$ cat src/hdl/dltq_pkg.sv
// Package for the delta-list timer queue: sizes, codes and the records
// passed between the controller and the row of list cells.
// No dependencies.
package dltq_pkg;

    localparam int DEPTH   = 16;
    localparam int IDX_W   = $clog2(DEPTH);
    localparam int CNT_W   = $clog2(DEPTH + 1);
    localparam int DELTA_W = 16;
    localparam int OWNER_W = 8;
    localparam int TPS_W   = 8;

    localparam logic [TPS_W-1:0] TPS_RESET = 8'd60;

    typedef enum logic [1:0] {
        KIND_ACCEPT = 2'd0,
        KIND_FULL   = 2'd1,
        KIND_WAKE   = 2'd2
    } kind_t;

    typedef enum logic [2:0] {
        ST_IDLE,
        ST_WALK,
        ST_RESP,
        ST_DEC,
        ST_POP
    } state_t;

    typedef enum logic [1:0] {
        OP_HOLD,
        OP_WALK,
        OP_SHIFT,
        OP_DEC
    } cell_op_t;

    typedef struct packed {
        logic               valid;
        logic [DELTA_W-1:0] delta;
        logic [OWNER_W-1:0] owner;
    } entry_t;

    // search = 1: new sleeper looking for its slot, delta is remaining time
    // search = 0: displaced entry being pushed toward the tail
    typedef struct packed {
        logic               valid;
        logic               search;
        logic [DELTA_W-1:0] delta;
        logic [OWNER_W-1:0] owner;
    } token_t;

endpackage

$ cat src/hdl/dltq_cell.sv
// One list position of the delta-list timer queue: holds an entry and a
// token register that hands insert traffic to the next position.
// Depends on dltq_pkg.
module dltq_cell (
    input  logic              clk,
    input  logic              rst_n,
    input  dltq_pkg::cell_op_t op,
    input  dltq_pkg::token_t  tok_in,
    input  dltq_pkg::entry_t  right_in,
    output dltq_pkg::entry_t  ent,
    output dltq_pkg::token_t  tok_out
);
    import dltq_pkg::*;

    entry_t ent_reg, ent_next;
    token_t tok_reg, tok_next;

    always_comb
    begin
        ent_next = ent_reg;
        tok_next = '0;
        case (op)
            OP_WALK:
            begin
                if (tok_in.valid)
                begin
                    if (!ent_reg.valid)
                    begin
                        ent_next.valid = 1'b1;
                        ent_next.delta = tok_in.delta;
                        ent_next.owner = tok_in.owner;
                    end
                    else if (tok_in.search && (tok_in.delta >= ent_reg.delta))
                    begin
                        tok_next       = tok_in;
                        tok_next.delta = tok_in.delta - ent_reg.delta;
                    end
                    else
                    begin
                        ent_next.delta  = tok_in.delta;
                        ent_next.owner  = tok_in.owner;
                        tok_next.valid  = 1'b1;
                        tok_next.search = 1'b0;
                        tok_next.owner  = ent_reg.owner;
                        tok_next.delta  = tok_in.search ? (ent_reg.delta - tok_in.delta)
                                                        : ent_reg.delta;
                    end
                end
            end
            OP_SHIFT:
            begin
                ent_next = right_in;
            end
            OP_DEC:
            begin
                if (ent_reg.delta != '0)
                begin
                    ent_next.delta = ent_reg.delta - 1'b1;
                end
            end
            default:
            begin
                ent_next = ent_reg;
            end
        endcase
    end

    always_ff @(posedge clk or negedge rst_n)
    begin
        if (!rst_n)
        begin
            ent_reg <= '0;
            tok_reg <= '0;
        end
        else
        begin
            ent_reg <= ent_next;
            tok_reg <= tok_next;
        end
    end

    assign ent     = ent_reg;
    assign tok_out = tok_reg;

endmodule

$ cat src/hdl/delta_list_timer_queue_unit.sv
// Top level of the delta-list timer queue: controller, prescaler, result
// register and the row of dltq_cell list positions.
// Depends on dltq_pkg and dltq_cell.
//
// Usage:
//   Input beats (mode, duration, process_id) on in_valid/in_ready. mode 1
//   inserts a sleeper; mode 0 is one timer tick. Result beats (kind,
//   owner_id, last) leave on out_valid/out_ready through a result register.
//   The user must write ticks_per_second on cfg_valid/cfg_ready only
//   while idle; cfg_ready is tied high, so the block leaves this to the
//   user. An insert walks its token down the cells one position per
//   cycle until its walk count runs out, then its one result is loaded,
//   and only then is the next beat taken. A full queue skips the walk.
//   A tick without a second only steps the prescaler; at a second the
//   head is decremented, then each woken entry is sent as the row shifts
//   toward the head; a second that wakes nothing only checks the head.
//   While the receiver stalls, the pending result holds and the block
//   waits; input is taken only when the controller is idle.
//   Reset empties the queue at once (cell valid bits clear), zeroes the
//   prescaler and sets ticks_per_second to 60.
module delta_list_timer_queue_unit (
    input  logic                         clk,
    input  logic                         rst_n,
    input  logic                         in_valid,
    output logic                         in_ready,
    input  logic                         mode,
    input  logic [dltq_pkg::DELTA_W-1:0] duration,
    input  logic [dltq_pkg::OWNER_W-1:0] process_id,
    output logic                         out_valid,
    input  logic                         out_ready,
    output logic [1:0]                   kind,
    output logic [dltq_pkg::OWNER_W-1:0] owner_id,
    output logic                         last,
    input  logic                         cfg_valid,
    output logic                         cfg_ready,
    input  logic [dltq_pkg::TPS_W-1:0]   ticks_per_second
);
    import dltq_pkg::*;

    state_t             state_reg, state_next;
    logic [TPS_W-1:0]   tps_reg;
    logic [TPS_W-1:0]   presc_reg, presc_next;
    logic [CNT_W-1:0]   used_reg, used_next;
    logic [CNT_W-1:0]   walk_cnt_reg, walk_cnt_next;
    kind_t              resp_kind_reg, resp_kind_next;
    logic [OWNER_W-1:0] pid_reg;
    token_t             inj_reg, inj_next;

    logic               out_valid_reg, out_valid_next;
    kind_t              kind_reg, kind_next;
    logic [OWNER_W-1:0] owner_reg, owner_next;
    logic               last_reg, last_next;

    cell_op_t           row_op;
    cell_op_t           cell_op [DEPTH];
    entry_t             ent     [DEPTH];
    token_t             tok     [DEPTH];

    logic               accept;
    logic               out_free;
    logic               second;
    logic [TPS_W-1:0]   presc_inc;
    logic               full;
    logic               head_wake;
    logic               pop_last;

    assign in_ready  = (state_reg == ST_IDLE);
    assign accept    = in_valid && in_ready;
    assign cfg_ready = 1'b1;
    assign out_free  = !out_valid_reg || out_ready;
    assign presc_inc = presc_reg + 1'b1;
    assign second    = (tps_reg == '0) ? (presc_inc == '0) : (presc_inc >= tps_reg);
    assign full      = (used_reg == CNT_W'(DEPTH));
    assign head_wake = ent[0].valid && (ent[0].delta == '0);
    assign pop_last  = !(ent[1].valid && (ent[1].delta == '0));

    // next state
    always_comb
    begin
        state_next = state_reg;
        case (state_reg)
            ST_IDLE:
            begin
                if (accept)
                begin
                    if (mode)
                    begin
                        state_next = full ? ST_RESP : ST_WALK;
                    end
                    else if (second && (used_reg != '0))
                    begin
                        state_next = ST_DEC;
                    end
                end
            end
            ST_WALK:
            begin
                if (walk_cnt_reg == '0)
                begin
                    state_next = ST_RESP;
                end
            end
            ST_RESP:
            begin
                if (out_free)
                begin
                    state_next = ST_IDLE;
                end
            end
            ST_DEC:
            begin
                state_next = ST_POP;
            end
            ST_POP:
            begin
                if (!head_wake)
                begin
                    state_next = ST_IDLE;
                end
                else if (out_free && pop_last)
                begin
                    state_next = ST_IDLE;
                end
            end
            default:
            begin
                state_next = ST_IDLE;
            end
        endcase
    end

    // datapath and outputs
    always_comb
    begin
        presc_next     = presc_reg;
        used_next      = used_reg;
        walk_cnt_next  = walk_cnt_reg;
        resp_kind_next = resp_kind_reg;
        inj_next       = '0;
        row_op         = OP_HOLD;
        out_valid_next = out_valid_reg && !out_ready;
        kind_next      = kind_reg;
        owner_next     = owner_reg;
        last_next      = last_reg;
        case (state_reg)
            ST_IDLE:
            begin
                if (accept)
                begin
                    if (mode)
                    begin
                        resp_kind_next = full ? KIND_FULL : KIND_ACCEPT;
                        walk_cnt_next  = used_reg;
                        if (!full)
                        begin
                            inj_next.valid  = 1'b1;
                            inj_next.search = 1'b1;
                            inj_next.delta  = duration;
                            inj_next.owner  = process_id;
                        end
                    end
                    else
                    begin
                        presc_next = second ? '0 : presc_inc;
                    end
                end
            end
            ST_WALK:
            begin
                row_op = OP_WALK;
                if (walk_cnt_reg == '0)
                begin
                    used_next = used_reg + 1'b1;
                end
                else
                begin
                    walk_cnt_next = walk_cnt_reg - 1'b1;
                end
            end
            ST_RESP:
            begin
                if (out_free)
                begin
                    out_valid_next = 1'b1;
                    kind_next      = resp_kind_reg;
                    owner_next     = pid_reg;
                    last_next      = 1'b1;
                end
            end
            ST_DEC:
            begin
                row_op = OP_DEC;
            end
            ST_POP:
            begin
                if (head_wake && out_free)
                begin
                    row_op         = OP_SHIFT;
                    used_next      = used_reg - 1'b1;
                    out_valid_next = 1'b1;
                    kind_next      = KIND_WAKE;
                    owner_next     = ent[0].owner;
                    last_next      = pop_last;
                end
            end
            default:
            begin
                row_op = OP_HOLD;
            end
        endcase
    end

    // decrement reaches the head only
    always_comb
    begin
        for (int i = 0; i < DEPTH; i++)
        begin
            cell_op[i] = ((row_op == OP_DEC) && (i != 0)) ? OP_HOLD : row_op;
        end
    end

    always_ff @(posedge clk or negedge rst_n)
    begin
        if (!rst_n)
        begin
            state_reg     <= ST_IDLE;
            tps_reg       <= TPS_RESET;
            presc_reg     <= '0;
            used_reg      <= '0;
            walk_cnt_reg  <= '0;
            inj_reg       <= '0;
            out_valid_reg <= 1'b0;
        end
        else
        begin
            state_reg     <= state_next;
            presc_reg     <= presc_next;
            used_reg      <= used_next;
            walk_cnt_reg  <= walk_cnt_next;
            inj_reg       <= inj_next;
            out_valid_reg <= out_valid_next;
            if (cfg_valid && cfg_ready)
            begin
                tps_reg <= ticks_per_second;
            end
        end
    end

    always_ff @(posedge clk)
    begin
        resp_kind_reg  <= resp_kind_next;
        kind_reg       <= kind_next;
        owner_reg      <= owner_next;
        last_reg       <= last_next;
        if (accept)
        begin
            pid_reg <= process_id;
        end
    end

    genvar g;
    generate
        for (g = 0; g < DEPTH; g++)
        begin : g_cell
            dltq_cell u_cell (
                .clk      (clk),
                .rst_n    (rst_n),
                .op       (cell_op[g]),
                .tok_in   ((g == 0) ? inj_reg : tok[(g == 0) ? 0 : g - 1]),
                .right_in ((g == DEPTH - 1) ? entry_t'('0)
                                            : ent[(g == DEPTH - 1) ? g : g + 1]),
                .ent      (ent[g]),
                .tok_out  (tok[g])
            );
        end
    endgenerate

    assign out_valid = out_valid_reg;
    assign kind      = kind_reg;
    assign owner_id  = owner_reg;
    assign last      = last_reg;

endmodule

$ cat config.mk
export PLATFORM = sky130hd
export DESIGN_NAME = delta_list_timer_queue_unit
export DESIGN_NICKNAME = d
export VERILOG_FILES = /design/src/hdl/dltq_pkg.sv /design/src/hdl/dltq_cell.sv /design/src/hdl/delta_list_timer_queue_unit.sv
export SDC_FILE = /design/constraint.sdc
export NUM_CORES = 2
export LEC_CHECK = 0
export ABC_AREA = 1
export BUFFER_PORTS_ARGS = -buffer_cell sky130_fd_sc_hd__buf_2
export CAP_MARGIN = 25
export CORE_MARGIN = 4
export CORE_UTILIZATION = 67
export DETAILED_ROUTE_END_ITERATION = 8
export GPL_ROUTABILITY_DRIVEN = 0
export PLACE_DENSITY = 0.83
export SLEW_MARGIN = 15
export SYNTH_ARGS = -nofsm -noshare
export SYNTH_HDL_FRONTEND = slang
export SYNTH_SLANG_ARGS = --single-unit
$ cat constraint.sdc
create_clock -name clk -period 5 [get_ports clk]
set_input_delay 0.25 -clock clk [delete_from_list [all_inputs] [get_ports clk]]
set_output_delay 0.25 -clock clk [all_outputs]
set_load 0.05 [all_outputs]
==> results.ini <==
[route]
post-route-drc-count = 8
via_per_inst = 6.41
drtIter0Drc = 11500
postRouteAntennaNets = 0
vias = 79000
wl_per_cell_um = 19.8
wirelength_um = 244000
dr.pass1.iters = 9

[clocking]
path_clk_slew_ns = 0.07
cts-htree-levels = 3
clock_path_buffers = 3
cts_made_buffers = 95
cts-root-buf = clkbuf_16
cts_tree = yes
clk_latency_ns = 0.71
postCtsSetupBuffers = 0
cts.sinks = 865

[global_routing]
grt_util_met3_pct = 7.58
antenna_found_initial = 2
grt_max_degree = 142
use_met1_pct = 54.6
grt_use_total_pct = 40.8
grt_pass1_vias = 73200
gr-max-usage-layer = met2
use_met2_pct = 63.3
grt_pass1_wl_um = 386000
overflow = 0

[final_layout]
fin_nets = 11400
diodes = 0
n_fill_cell = 8925
largest_register_ff_count = 400
drive_gt1_share_pct = 4.67
areaGrowthSynthToFinish_pct = 6.06

[logic_synthesis]
synth_cell_type_count = 65
synth_edf_count = 20
syn_area_per_cell_sq_um = 6.68
synth_warnings = 0
ys_seq_elements = 865
async_reset_ff_share_pct = 97.7
ys.flop_type = dfrtp_1
syn_nets = 11600
synthesis.area_sq_um = 73600
synth_cells = 11000
synth_area_leaders = dfrtp_1, nand2_1, ha_1
synth_top_area_share_pct = 28.6
synth_top_area_cell = dfrtp_1
ys_seq_area_share_pct = 29.6

[critical_path]
r2r_start = state_reg[1]
worstSetupStartpointType = flip-flop
crit_path_max_fanout = 46
endpoint_kind = flip-flop
worstSetupPathType = flip-flop to flip-flop
critPathArrivalTime_ns = 5.16
required_ns = 5.65
critPathLaunch = state_reg[1]

[die]
ios = 52
chipHeight_um = 339
dieArea_sq_um = 115000
die_w_um = 339
coreArea_sq_um = 109000
rows = 121
initial_core_util_pct = 67.6

[sta]
tightest_slew_ns = 1.03
hold_viol = 0
finalMaxSlewViolations = 0
fin_crit_sh_pct = 90.2
min_period_ns = 4.51
fin_ws_ns = 0.492
slew_headroom_pct = 31.2
rsz0062_at_grt = false
finalSetupViolations = 0
skew_ns = 0.0302
timing.fmax_mhz = 222
setup_tns_ns = 0

[run]
cap_violations = 0

[power]
power_density_nw_per_um2 = 717
intPower_mw = 24.7
clkPwrFrac_pct = 14.0
p_switching_mw = 31.3
leakagePower_nw = 39.7
pwr-share-comb_pct = 68.5
finalPower_mw = 56.0
swShare_pct = 55.9
p_seq_share_pct = 17.5
max-vdd-ir-drop_mv = 0.679

[place]
dpl.hpwl_um = 178000
pre_cts_slack_ns = 0.690
io_buffer_count = 50

[worst_hold_path]
hold_path_class = primary input to flip-flop
min-delay-start = in_valid

[outcome]
violations = DRC
outcome = complete, but fails checks

==> cells by family (layout without fill, tap and decap cells) <==
logic type | Yosys count | count (layout) | share of synthesized area [%]
AOI/OAI and AO/OA | 2013 | 2013 | 15.0
xor gates and xnor gates | 195 | 195 | 2.32
adders and majority gates | 550 | 550 | 9.67
buffers and inverters | 1641 | 1549 | 9.17
DFF | 865 | 865 | 29.6
muxes | 105 | 105 | 1.43
other | 1 | 1 | 0.00510
and+or+nand+nor | 5643 | 5643 | 32.8
==> power by group through the flow <==
| stage | Combinational [mW] | Clock, mW | Sequential (mW) |
|---|---|---|---|
| 2_1_floorplan | 29.0 | 0 | 9.13 |
| 3_3_place_gp | 35.5 | 0 | 9.74 |
| 3_5_place_dp | 36.6 | 0 | 9.78 |
| 4_1_cts | 36.9 | 7.82 | 9.66 |
| 5_1_grt | 42.5 | 8.12 | 9.88 |
| 6_report | 38.3 | 7.81 | 9.80 |
==> area by class of cell <==
class | count | area, sq um | area share, %
clock inverter | 53 | 795 | 1.02
tap | 1414 | 1770 | 2.27
inverter | 1202 | 4540 | 5.82
timing repair buffer | 172 | 1410 | 1.81
sequential | 865 | 21800 | 27.9
multi-input combinational | 8507 | 45100 | 57.8
clock buffer | 122 | 2640 | 3.38
==> synth_stat cells, types with 14 or more instances <==
cell and n:
clkbuf_1 195, inv_2 22, inv_1 1172, o21a_1 34, a21oi_1 801, nand2_2 47, nor2_2 16, dfrtp_1 841
fa_1 31, o21ai_1 84, or2_2 29, edfxtp_1 20, xor2_1 169, and2_1 22, nor4_1 14, nand3b_1 40
o21ai_0 778, nand2_1 2940, buf_4 29, a22oi_1 57, buf_6 31, o221ai_1 96, nor2_1 1332, nand3_2 22
nand2_4 14, nand4_1 259, o21bai_1 43, a21oi_2 15, ha_1 519, a21o_1 21, nor3_1 61, o211ai_1 36
nand3_1 791, mux2i_1 104, xnor2_1 26, clkbuf_2 33, o22ai_1 17, buf_2 142
==> worst max-delay path: stages (launching register included) <==
cell and delay (ns):
dfrtp_1 0.40, nor2_1 0.14, inv_2 0.06, nor2_2 0.33, inv_2 0.23, nor3_2 0.26, nand2_1 0.21, nand2_1 0.34
ha_4 0.33, nand2_4 0.27, inv_6 0.46, nand4_1 0.72, nand3_4 0.49, nand2_1 0.11, nand2_1 0.08
==> metal layers <==
| metal | routed length, um | part of all wire (%) |
|---|---|---|
| met2 | 107000 | 44 |
| met3 | 29700 | 12 |
| met5 | 8 | 0.0033 |
| met1 | 92800 | 38 |
| met4 | 15200 | 6.2 |
==> layout by cell type, fill, tap and decap left out, types with 57 or more instances in the layout <==
cell          n
nand2_1    2938
a21oi_1     800
ha_1        516
nand4_1     259
o221ai_1     96
clkbuf_16    96
buf_4        64
o21ai_1      84
dfrtp_1     841
xor2_1      169
mux2i_1     104
inv_1      1171
nand3_1     791
a22oi_1      57
nor2_1     1332
nor3_1       61
o21ai_0     778
==> path summary, 6_finish.rpt <==
check	depth (start not counted)	endpoint	slack (ns)
max in group asynchronous	3	inj_reg[19]	3.38
worst min register to register	2	g_cell[15].u_cell.ent[9]	0.47
worst max register to register	14	g_cell[9].u_cell.ent[21]	0.49
worst min-delay path	3	pid_reg[5]	0.05
min in group asynchronous	2	g_cell[3].u_cell.ent[20]	0.18
worst max-delay path	14	g_cell[9].u_cell.ent[21]	0.49
==> stage by stage <==
stage	hold WS, ns	cells	area [sq um]	util (%)
after floorplan	-0.0456	11000	73600	-
after global placement	0.345	12100	74100	68.1
after detailed placement	0.346	12100	74100	68.1
after CTS	0.0209	12300	78000	71.7
after global routing	0.0529	12300	78000	71.7
final	0.0492	12300	78000	71.7
==> what timing repair did <==
action	in CTS	in global routing
gates resized for setup	0	0
hold endpoints to repair	122	0
hold buffers	49	0
(Power assumes the default switching activity.)
